## src/sv/svu_pkg.sv

```systemverilog
// Shared types and constants for the softmax vector unit.
// Depends on nothing; svu_div, the top level, the checker and the testbench import it.
`timescale 1ns / 1ps

package svu_pkg;

   localparam int SVU_MAX_LEN      = 64;
   localparam int SVU_SCORE_W      = 16;
   localparam int SVU_EXP_W        = 17;
   localparam int SVU_PROB_W       = 16;
   localparam int SVU_SUM_W        = 23;
   localparam int SVU_Q30_W        = 31;
   localparam int SVU_MUL_W        = 31;
   localparam int SVU_PROD_W       = 2 * SVU_MUL_W;
   localparam int SVU_DIVIDEND_W   = 41;
   localparam int SVU_DIVISOR_W    = 23;
   localparam int SVU_RECIP_W      = 25;
   localparam int SVU_T_W          = 13;
   localparam int SVU_TERM_W       = 4;
   localparam int SVU_EXP_CUTOFF   = 4096;
   localparam int SVU_HORNER_TERMS = 10;
   localparam int SVU_SQUARINGS    = 5;

   // Q30 representation of 1.0
   localparam logic [SVU_Q30_W-1:0] SVU_Q30_ONE = SVU_Q30_W'(1 << 30);

   typedef struct packed {
      logic                      start;
      logic [SVU_DIVIDEND_W-1:0] dividend;
      logic [SVU_DIVISOR_W-1:0]  divisor;
   } div_req_type;

endpackage

```

## src/sv/svu_ram.sv

```systemverilog
// Generic simple dual-port RAM with a registered read port.
// Depends on nothing.
`timescale 1ns / 1ps

module svu_ram #(
   parameter int WIDTH = 17,
   parameter int DEPTH = 64
) (
   input  logic                     clock,
   input  logic                     we,
   input  logic [$clog2(DEPTH)-1:0] waddr,
   input  logic [WIDTH-1:0]         wdata,
   input  logic [$clog2(DEPTH)-1:0] raddr,
   output logic [WIDTH-1:0]         rdata
);

   logic [WIDTH-1:0] mem_ff [DEPTH];
   logic [WIDTH-1:0] rdata_ff;

   always_ff @(posedge clock) begin
      if (we) begin
         mem_ff[waddr] <= wdata;
      end
      rdata_ff <= mem_ff[raddr];
   end

   assign rdata = rdata_ff;

endmodule

```

## src/sv/svu_div.sv

```systemverilog
// Restoring serial divider, one quotient bit per cycle.
// Depends on svu_pkg for widths and the request struct.
`timescale 1ns / 1ps

module svu_div
   import svu_pkg::*;
(
   input  logic                      clock,
   input  logic                      reset,
   input  div_req_type               req,
   output logic                      done,
   output logic [SVU_DIVIDEND_W-1:0] quotient
);

   localparam int CNT_W = $clog2(SVU_DIVIDEND_W + 1);

   logic                      busy_ff;
   logic                      done_ff;
   logic [CNT_W-1:0]          cnt_ff;
   logic [SVU_DIVISOR_W-1:0]  rem_ff;
   logic [SVU_DIVISOR_W-1:0]  dvs_ff;
   logic [SVU_DIVIDEND_W-1:0] quo_ff;
   logic [SVU_DIVISOR_W:0]    trial;
   logic                      fits;

   assign trial = {rem_ff, quo_ff[SVU_DIVIDEND_W-1]};
   assign fits  = trial >= {1'b0, dvs_ff};

   always_ff @(posedge clock) begin
      if (reset) begin
         busy_ff <= 1'b0;
         done_ff <= 1'b0;
         cnt_ff  <= '0;
      end else begin
         done_ff <= 1'b0;
         if (req.start) begin
            busy_ff <= 1'b1;
            cnt_ff  <= '0;
            rem_ff  <= '0;
            dvs_ff  <= req.divisor;
            quo_ff  <= req.dividend;
         end else if (busy_ff) begin
            rem_ff <= fits ? SVU_DIVISOR_W'(trial - {1'b0, dvs_ff})
                           : trial[SVU_DIVISOR_W-1:0];
            quo_ff <= {quo_ff[SVU_DIVIDEND_W-2:0], fits};
            cnt_ff <= cnt_ff + 1'b1;
            if (cnt_ff == CNT_W'(SVU_DIVIDEND_W - 1)) begin
               busy_ff <= 1'b0;
               done_ff <= 1'b1;
            end
         end
      end
   end

   assign done     = done_ff;
   assign quotient = quo_ff;

endmodule

```

## src/sv/softmax_vector_unit.sv

```systemverilog
// Softmax vector unit, top level: load sequencer, shared multiplier and pass control.
// Depends on svu_pkg, svu_ram and svu_div.
`timescale 1ns / 1ps

// The unit takes a vector of signed Q8.8 scores, one transaction per element, and
// keeps the running maximum. req_ready stays high while loading. The transaction
// marked is_last starts two passes over the stored elements, during which req_ready
// is low. The first pass computes exp(score - max) in unsigned Q1.16 with a ten-term
// Horner series followed by five squarings. Every Horner term is a product in the
// shared multiplier, a division by the term number done as a product with a
// tabulated reciprocal in the same multiplier, and a subtraction. Each squaring is a
// product in the shared multiplier followed by rounding. When the argument lies below
// -16 the result flushes to zero and the series is skipped. The reciprocal of the
// sum is then formed in a serial divider. The second pass emits the probabilities
// one by one and forms the next only after rsp_ready has taken the last. Elements
// beyond MAX_LEN are dropped and every result of that vector then carries
// rsp_overflowed. After the last result the unit is ready for a new vector.

module softmax_vector_unit
   import svu_pkg::*;
#(
   parameter int MAX_LEN = SVU_MAX_LEN
) (
   input  logic                  clock,
   input  logic                  reset,
   input  logic                  req_valid,
   output logic                  req_ready,
   input  logic signed [15:0]    req_score,
   input  logic                  req_is_last,
   output logic                  rsp_valid,
   input  logic                  rsp_ready,
   output logic [15:0]           rsp_probability,
   output logic                  rsp_final_result,
   output logic                  rsp_overflowed
);

   localparam int AW = (MAX_LEN > 1) ? $clog2(MAX_LEN) : 1;
   localparam int CW = $clog2(MAX_LEN + 1);

   typedef enum logic [3:0] {
      S_LOAD, S_RD, S_T, S_HMUL, S_HREC, S_HSUB, S_SQMUL, S_SQ,
      S_E, S_RDIV, S_RWAIT, S_ORD, S_OMUL, S_OFMT, S_OUT
   } state_type;

   state_type                   state_ff;
   logic [CW-1:0]               count_ff;
   logic [CW-1:0]               idx_ff;
   logic signed [SVU_SCORE_W-1:0] max_ff;
   logic [SVU_SUM_W-1:0]        sum_ff;
   logic                        drop_ff;
   logic [SVU_T_W-1:0]          t_ff;
   logic [SVU_Q30_W-1:0]        p_ff;
   logic [SVU_TERM_W-1:0]       n_ff;
   logic [2:0]                  k_ff;
   logic [SVU_RECIP_W-1:0]      recip_ff;
   logic [SVU_PROD_W-1:0]       prod_ff;
   logic [SVU_PROB_W-1:0]       prob_ff;
   logic                        final_ff;

   // Memory port signals
   logic                        ram_we;
   logic [AW-1:0]               ram_waddr;
   logic [SVU_EXP_W-1:0]        ram_wdata;
   logic [SVU_EXP_W-1:0]        ram_rdata;

   // Shared multiplier operands
   logic [SVU_MUL_W-1:0]        mul_a;
   logic [SVU_MUL_W-1:0]        mul_b;

   // Reciprocal of the Horner term number and the shift that goes with it
   logic [SVU_MUL_W-1:0]        recip_n;
   logic [5:0]                  recip_sh;
   logic [SVU_Q30_W-1:0]        horner_q;

   div_req_type                 div_req;
   logic                        div_done;
   logic [SVU_DIVIDEND_W-1:0]   div_q;

   // Datapath helpers
   logic signed [SVU_SCORE_W:0] diff;
   logic [SVU_PROD_W:0]         sq_round;
   logic [SVU_Q30_W:0]          e_round;
   logic [SVU_EXP_W-1:0]        e_val;
   logic [42:0]                 pr_round;
   logic [18:0]                 pr_val;
   logic                        accept;
   logic                        store_ok;

   assign accept   = req_valid && req_ready;
   assign store_ok = count_ff < CW'(MAX_LEN);

   assign diff     = {max_ff[SVU_SCORE_W-1], max_ff}
                   - {ram_rdata[SVU_SCORE_W-1], ram_rdata[SVU_SCORE_W-1:0]};
   assign sq_round = {1'b0, prod_ff} + (SVU_PROD_W + 1)'(1 << 29);
   assign e_round  = {1'b0, p_ff} + (SVU_Q30_W + 1)'(8192);
   assign e_val    = e_round[30:14];
   assign pr_round = prod_ff[42:0] + 43'(1 << 23);
   assign pr_val   = pr_round[42:24];

   // Division by the term number n is a product with ceil(2^s / n) followed by a
   // shift by s = 30 + ceil(log2 n). The quotient is exact for every dividend below
   // 2^30, and the Horner dividend never exceeds 2^29.
   always_comb begin
      case (n_ff)
         4'd2: begin
            recip_n  = 31'd1073741824;
            recip_sh = 6'd31;
         end
         4'd3: begin
            recip_n  = 31'd1431655766;
            recip_sh = 6'd32;
         end
         4'd4: begin
            recip_n  = 31'd1073741824;
            recip_sh = 6'd32;
         end
         4'd5: begin
            recip_n  = 31'd1717986919;
            recip_sh = 6'd33;
         end
         4'd6: begin
            recip_n  = 31'd1431655766;
            recip_sh = 6'd33;
         end
         4'd7: begin
            recip_n  = 31'd1227133514;
            recip_sh = 6'd33;
         end
         4'd8: begin
            recip_n  = 31'd1073741824;
            recip_sh = 6'd33;
         end
         4'd9: begin
            recip_n  = 31'd1908874354;
            recip_sh = 6'd34;
         end
         4'd10: begin
            recip_n  = 31'd1717986919;
            recip_sh = 6'd34;
         end
         default: begin
            recip_n  = 31'd1073741824;
            recip_sh = 6'd30;
         end
      endcase
   end

   assign horner_q = SVU_Q30_W'(prod_ff >> recip_sh);

   // The store holds the raw score during loading and is overwritten with the
   // exponential of the same element in the first pass.
   always_comb begin
      ram_we    = 1'b0;
      ram_waddr = count_ff[AW-1:0];
      ram_wdata = {req_score[15], req_score};
      if (state_ff == S_LOAD) begin
         ram_we = accept && store_ok;
      end else if (state_ff == S_E) begin
         ram_we    = 1'b1;
         ram_waddr = idx_ff[AW-1:0];
         ram_wdata = e_val;
      end else if (state_ff == S_T) begin
         ram_we    = diff > (SVU_SCORE_W + 1)'(SVU_EXP_CUTOFF);
         ram_waddr = idx_ff[AW-1:0];
         ram_wdata = '0;
      end
   end

   always_comb begin
      mul_a = p_ff;
      mul_b = p_ff;
      case (state_ff)
         S_HMUL: mul_a = SVU_MUL_W'({t_ff, 17'b0});
         S_HREC: begin
            mul_a = prod_ff[60:30];
            mul_b = recip_n;
         end
         S_OMUL: begin
            mul_a = SVU_MUL_W'(ram_rdata);
            mul_b = SVU_MUL_W'(recip_ff);
         end
         default: ;
      endcase
   end

   // The serial divider only forms the reciprocal of the sum.
   always_comb begin
      div_req.start    = (state_ff == S_RDIV);
      div_req.dividend = (SVU_DIVIDEND_W'(1) << 40)
                       + SVU_DIVIDEND_W'(sum_ff >> 1);
      div_req.divisor  = sum_ff;
   end

   svu_ram #(
      .WIDTH(SVU_EXP_W),
      .DEPTH(1 << AW)
   ) u_store (
      .clock (clock),
      .we    (ram_we),
      .waddr (ram_waddr),
      .wdata (ram_wdata),
      .raddr (idx_ff[AW-1:0]),
      .rdata (ram_rdata)
   );

   svu_div u_div (
      .clock    (clock),
      .reset    (reset),
      .req      (div_req),
      .done     (div_done),
      .quotient (div_q)
   );

   always_ff @(posedge clock) begin
      prod_ff <= mul_a * mul_b;
      if (reset) begin
         state_ff <= S_LOAD;
         count_ff <= '0;
         idx_ff   <= '0;
         max_ff   <= SVU_SCORE_W'(1 << (SVU_SCORE_W - 1));
         sum_ff   <= '0;
         drop_ff  <= 1'b0;
      end else begin
         case (state_ff)
            S_LOAD: begin
               if (accept) begin
                  if (store_ok) begin
                     count_ff <= count_ff + 1'b1;
                     if (req_score > max_ff) begin
                        max_ff <= req_score;
                     end
                  end else begin
                     drop_ff <= 1'b1;
                  end
                  if (req_is_last) begin
                     idx_ff   <= '0;
                     sum_ff   <= '0;
                     state_ff <= S_RD;
                  end
               end
            end
            S_RD: state_ff <= S_T;
            S_T: begin
               t_ff <= diff[SVU_T_W-1:0];
               p_ff <= SVU_Q30_ONE;
               n_ff <= SVU_TERM_W'(SVU_HORNER_TERMS);
               k_ff <= '0;
               if (diff > (SVU_SCORE_W + 1)'(SVU_EXP_CUTOFF)) begin
                  // Argument below -16: the exponential flushes to zero.
                  idx_ff <= idx_ff + 1'b1;
                  state_ff <= (idx_ff + 1'b1 == count_ff) ? S_RDIV : S_RD;
               end else begin
                  state_ff <= S_HMUL;
               end
            end
            S_HMUL: state_ff <= S_HREC;
            S_HREC: state_ff <= S_HSUB;
            S_HSUB: begin
               p_ff <= SVU_Q30_ONE - horner_q;
               n_ff <= n_ff - 1'b1;
               state_ff <= (n_ff == SVU_TERM_W'(1)) ? S_SQMUL : S_HMUL;
            end
            S_SQMUL: state_ff <= S_SQ;
            S_SQ: begin
               p_ff <= sq_round[60:30];
               k_ff <= k_ff + 1'b1;
               state_ff <= (k_ff == 3'(SVU_SQUARINGS - 1)) ? S_E : S_SQMUL;
            end
            S_E: begin
               sum_ff <= sum_ff + SVU_SUM_W'(e_val);
               idx_ff <= idx_ff + 1'b1;
               state_ff <= (idx_ff + 1'b1 == count_ff) ? S_RDIV : S_RD;
            end
            S_RDIV: state_ff <= S_RWAIT;
            S_RWAIT: begin
               if (div_done) begin
                  recip_ff <= (sum_ff == '0) ? '0 : div_q[SVU_RECIP_W-1:0];
                  idx_ff   <= '0;
                  state_ff <= S_ORD;
               end
            end
            S_ORD:  state_ff <= S_OMUL;
            S_OMUL: state_ff <= S_OFMT;
            S_OFMT: begin
               prob_ff  <= (pr_val[18:16] != 3'b000) ? '1 : pr_val[15:0];
               final_ff <= (idx_ff + 1'b1 == count_ff);
               state_ff <= S_OUT;
            end
            S_OUT: begin
               if (rsp_ready) begin
                  idx_ff <= idx_ff + 1'b1;
                  if (final_ff) begin
                     count_ff <= '0;
                     max_ff   <= SVU_SCORE_W'(1 << (SVU_SCORE_W - 1));
                     sum_ff   <= '0;
                     drop_ff  <= 1'b0;
                     state_ff <= S_LOAD;
                  end else begin
                     state_ff <= S_ORD;
                  end
               end
            end
            default: state_ff <= S_LOAD;
         endcase
      end
   end

   assign req_ready        = (state_ff == S_LOAD);
   assign rsp_valid        = (state_ff == S_OUT);
   assign rsp_probability  = prob_ff;
   assign rsp_final_result = final_ff;
   assign rsp_overflowed   = drop_ff;

   // A result is never offered while loading is open.
   assert property (@(posedge clock) disable iff (reset) rsp_valid |-> !req_ready)
      else $error("result offered while accepting input");

   // The element count never exceeds the capacity.
   assert property (@(posedge clock) disable iff (reset) count_ff <= CW'(MAX_LEN))
      else $error("element count beyond capacity");

   // Once the final result of a vector is taken, the unit is ready again.
   assert property (@(posedge clock) disable iff (reset)
      (rsp_valid && rsp_ready && rsp_final_result) |=> req_ready)
      else $error("not ready after final result");

   // A result index always refers to a stored element.
   assert property (@(posedge clock) disable iff (reset) rsp_valid |-> idx_ff < count_ff)
      else $error("result index beyond stored elements");

endmodule

```

## config.mk

```make
export PLATFORM = sky130hd
export DESIGN_NAME = softmax_vector_unit
export DESIGN_NICKNAME = d
export VERILOG_FILES = /design/src/sv/svu_pkg.sv /design/src/sv/svu_ram.sv /design/src/sv/svu_div.sv /design/src/sv/softmax_vector_unit.sv
export SDC_FILE = /design/constraint.sdc
export NUM_CORES = 2
export LEC_CHECK = 0
export BUFFER_PORTS_ARGS = -buffer_cell sky130_fd_sc_hd__buf_2
export CAP_MARGIN = 5
export CORE_ASPECT_RATIO = 0.5
export CORE_MARGIN = 5
export CORE_UTILIZATION = 55
export CTS_CLUSTER_DIAMETER = 60
export DETAILED_ROUTE_END_ITERATION = 8
export PLACE_DENSITY = 0.79
export SLEW_MARGIN = 5
export SYNTH_ARGS = -nofsm -noshare
export SYNTH_HDL_FRONTEND = slang
export SYNTH_SLANG_ARGS = --single-unit
```

## constraint.sdc

```tcl
create_clock -name clock -period 12.5 [get_ports clock]
set_input_delay 3.75 -clock clock [delete_from_list [all_inputs] [get_ports clock]]
set_output_delay 3.75 -clock clock [all_outputs]
set_load 0.02 [all_outputs]
```

==> run metrics <==
Seq/Total Area, Yosys 45.0%; I/O pin total 41; Slew headroom 4.61%; total gr overflow 0; RSZ-0062 raised after global routing false; fillers around 12000; Post-Route WL 273000 um; Top cell by count, worst path fa_1; Yosys warning count 0; pre-CTS WS 1880 ps; Post-Place Cells 9308; grt met3 use 9.49%; final worst slack around 1700 ps; Final Cycle Share ~87%; root buf cell clkbuf_16; Final HPWL DP approximately 180000 um; busiest metal layer after global routing met2; met1 Use GR between 30% and 40%; worst-case clock buffer depth 3; Crit Path Max Fanout 26; Final Max Slew Viols 0; FF-to-FF path depth 30; Top FF cell, synth edfxtp_1; Mapped Nets around 8500; Setup Fix Bufs, Post-CTS 0; DRC violations left 0; CTS tree yes; critical path launch point type flip-flop; Port-buffer cells 40; Final Core Density between 60% and 70%; post-CTS sizing 0; commonest non-fill, non-tap cell in the layout edfxtp_1; clk_lat worst skew ~800 ps; H-tree depth 4; number of global-route vias before repair a little over 60000; Worst Max-Slew Pin Slew 1430 ps; Die Y about 300 um; Worst Hold Path EP u_div.quotient[40]; hold crit path type flip-flop to flip-flop; Synth Cell Area approximately 90000 um2; endpoints failing setup 0; vias per cell 6.37; Crit path buffers/inverters 5; cells after synthesis between 7000 and 8000; Vias just over 60000; initial core utilization 55.6%; pin count of the biggest net entering global routing 162; Worst-path clk slew 70 ps; WP data required approximately 13000 ps; die area roughly 180000 um2; asr flop ratio synth 0%; TritonCTS Sinks between 1000 and 1500; critical path class flip-flop to flip-flop; CP Data Arrival Time around 12000 ps; share of post-route cells with drive strength above 1 about an eighth; CP top delay family adder cells; number of synthesized flops with an enable pin roughly 1300; antenna violations before repair 10; Seq cells post-synth roughly 1400; critical path's largest stage delay 1000 ps; first-pass GRT wire length 406000 um; Syn Area/Cell approximately 13 um2; Fin Clk Skew 42.7 ps; gpl congestion a little over 1; Die Span X between 500 and 600 um; post-route insts no fill between 9000 and 10000; most frequent cells in the layout 1268 x edfxtp_1, 932 x inv_1, 888 x nand2_1, 840 x fa_1, 734 x nor2_1; met2 GRT Util between 40 and 50%; top area cells in the synthesized netlist edfxtp_1 42%, fa_1 18%, mux4_2 9.8%; core footprint 165000 um2; area delta synth->final 7.97%; Hold Path Depth 1; hold buffers post-CTS 0; DRT iter0 DRCs approximately 7700; NumNets Final between 8000 and 9000; Post-DRT Antenna Nets 0; reg2reg start state_ff[1]; critical path's slowest cell and3_1; Total GRT Usage ~31%; DR WL/cell 28.6 um; area leader, netlist edfxtp_1; final hold violation count 0; setup total negative slack 0 ps; R2R setup slack 1650 ps; Critical Path End Type flip-flop; num rows 105; status complete, no violations; fmax 0.0922 GHz; Num CTS Buffers around 130; RR Endpoint prod_ff[61]; Yosys top cell area share around 42%; minimum clock period around 11000 ps; Worst Min Path Start u_div.quotient[39]; post-synthesis cell type count 92; 1st-pass router iterations 8; max_cap viols 0
metal layers:
metal / routed length [um] / share of wire [%]
met5: 83 / 0.030
met4: 19300 / 7.1
met3: 34900 / 13
met2: 125000 / 46
met1: 93600 / 34
worst max-delay path by stage:
stage / cells past startpoint / start / slack (ps) / endpoint
2_1_floorplan: 33 / state_ff[0] / 3720 / prod_ff[61]
3_3_place_gp: 30 / state_ff[1] / 2090 / prod_ff[61]
3_5_place_dp: 30 / state_ff[1] / 1880 / prod_ff[61]
4_1_cts: 30 / state_ff[1] / 1860 / prod_ff[61]
5_1_grt: 30 / state_ff[1] / 1160 / prod_ff[61]
6_report: 30 / state_ff[1] / 1650 / prod_ff[61]
worst reg2reg max path: cells and delay by family (launching register included):
| family | cells | cell delay (ps) |
|---|---|---|
| fa+ha+maj | 9 | 4420 |
| flops | 1 | 770 |
| simple gates | 9 | 3400 |
| xor+xnor | 1 | 120 |
| buf+inv | 5 | 490 |
| compound gates | 6 | 1550 |
logic make-up after synthesis:
kind of cell               after synthesis  synth area share [%]
and+or+nand+nor                       2035                  9.39
DFF                                   1428                  45.0
buffers and inverters                 1315                  5.49
adders and majority gates             1183                  23.0
AOI/OAI and AO/OA                      629                  4.47
muxes                                  464                  10.5
xor gates and xnor gates               219                  2.09
stage by stage:
step	area [um2]	hold WS (ps)
finish	99000	517
CTS	98900	521
global route	99000	523
detailed placement	94700	499
global placement	94700	488
floorplan	91700	454
area by class of cell:
class	count	area [um2]	share of cell area [%]
well taps	2193	2740	2.77
flip-flops and latches	1428	41300	41.7
clock buffers	166	3550	3.58
repair buffers	227	1650	1.67
multi-input cells	4530	45600	46.1
inverters	933	3500	3.54
clock inverters	66	654	0.661
diodes	4	10.0	0.0101
registers in the layout (all words and copies together), names as in the netlist, 17 cells and up:
register / cells
recip_ff: 25
u_div.quotient: 41
p_ff: 31
sum_ff: 23
u_store.rdata: 17
prod_ff: 62
u_div.dvs_ff: 23
u_div.rem_ff: 23
u_store.mem_ff: 1088
synth_stat cells, drive strengths merged (23+ instances only):
master,count
a21o,53
a21oi,159
a22o,35
a22oi,44
a31oi,26
and2,56
and3,39
buf,72
clkbuf,309
dfxtp,160
edfxtp,1268
fa,840
ha,343
inv,932
mux2i,53
mux4,399
nand2,892
nand2b,24
nand3,84
nand4,23
nor2,740
nor2b,56
nor3,40
o21a,40
o21ai,128
o22ai,36
xnor2,130
xor2,89
Power is left out: the tool's default activity adds up to more than one toggle a clock period on the data nets, which glitch-free logic cannot reach.
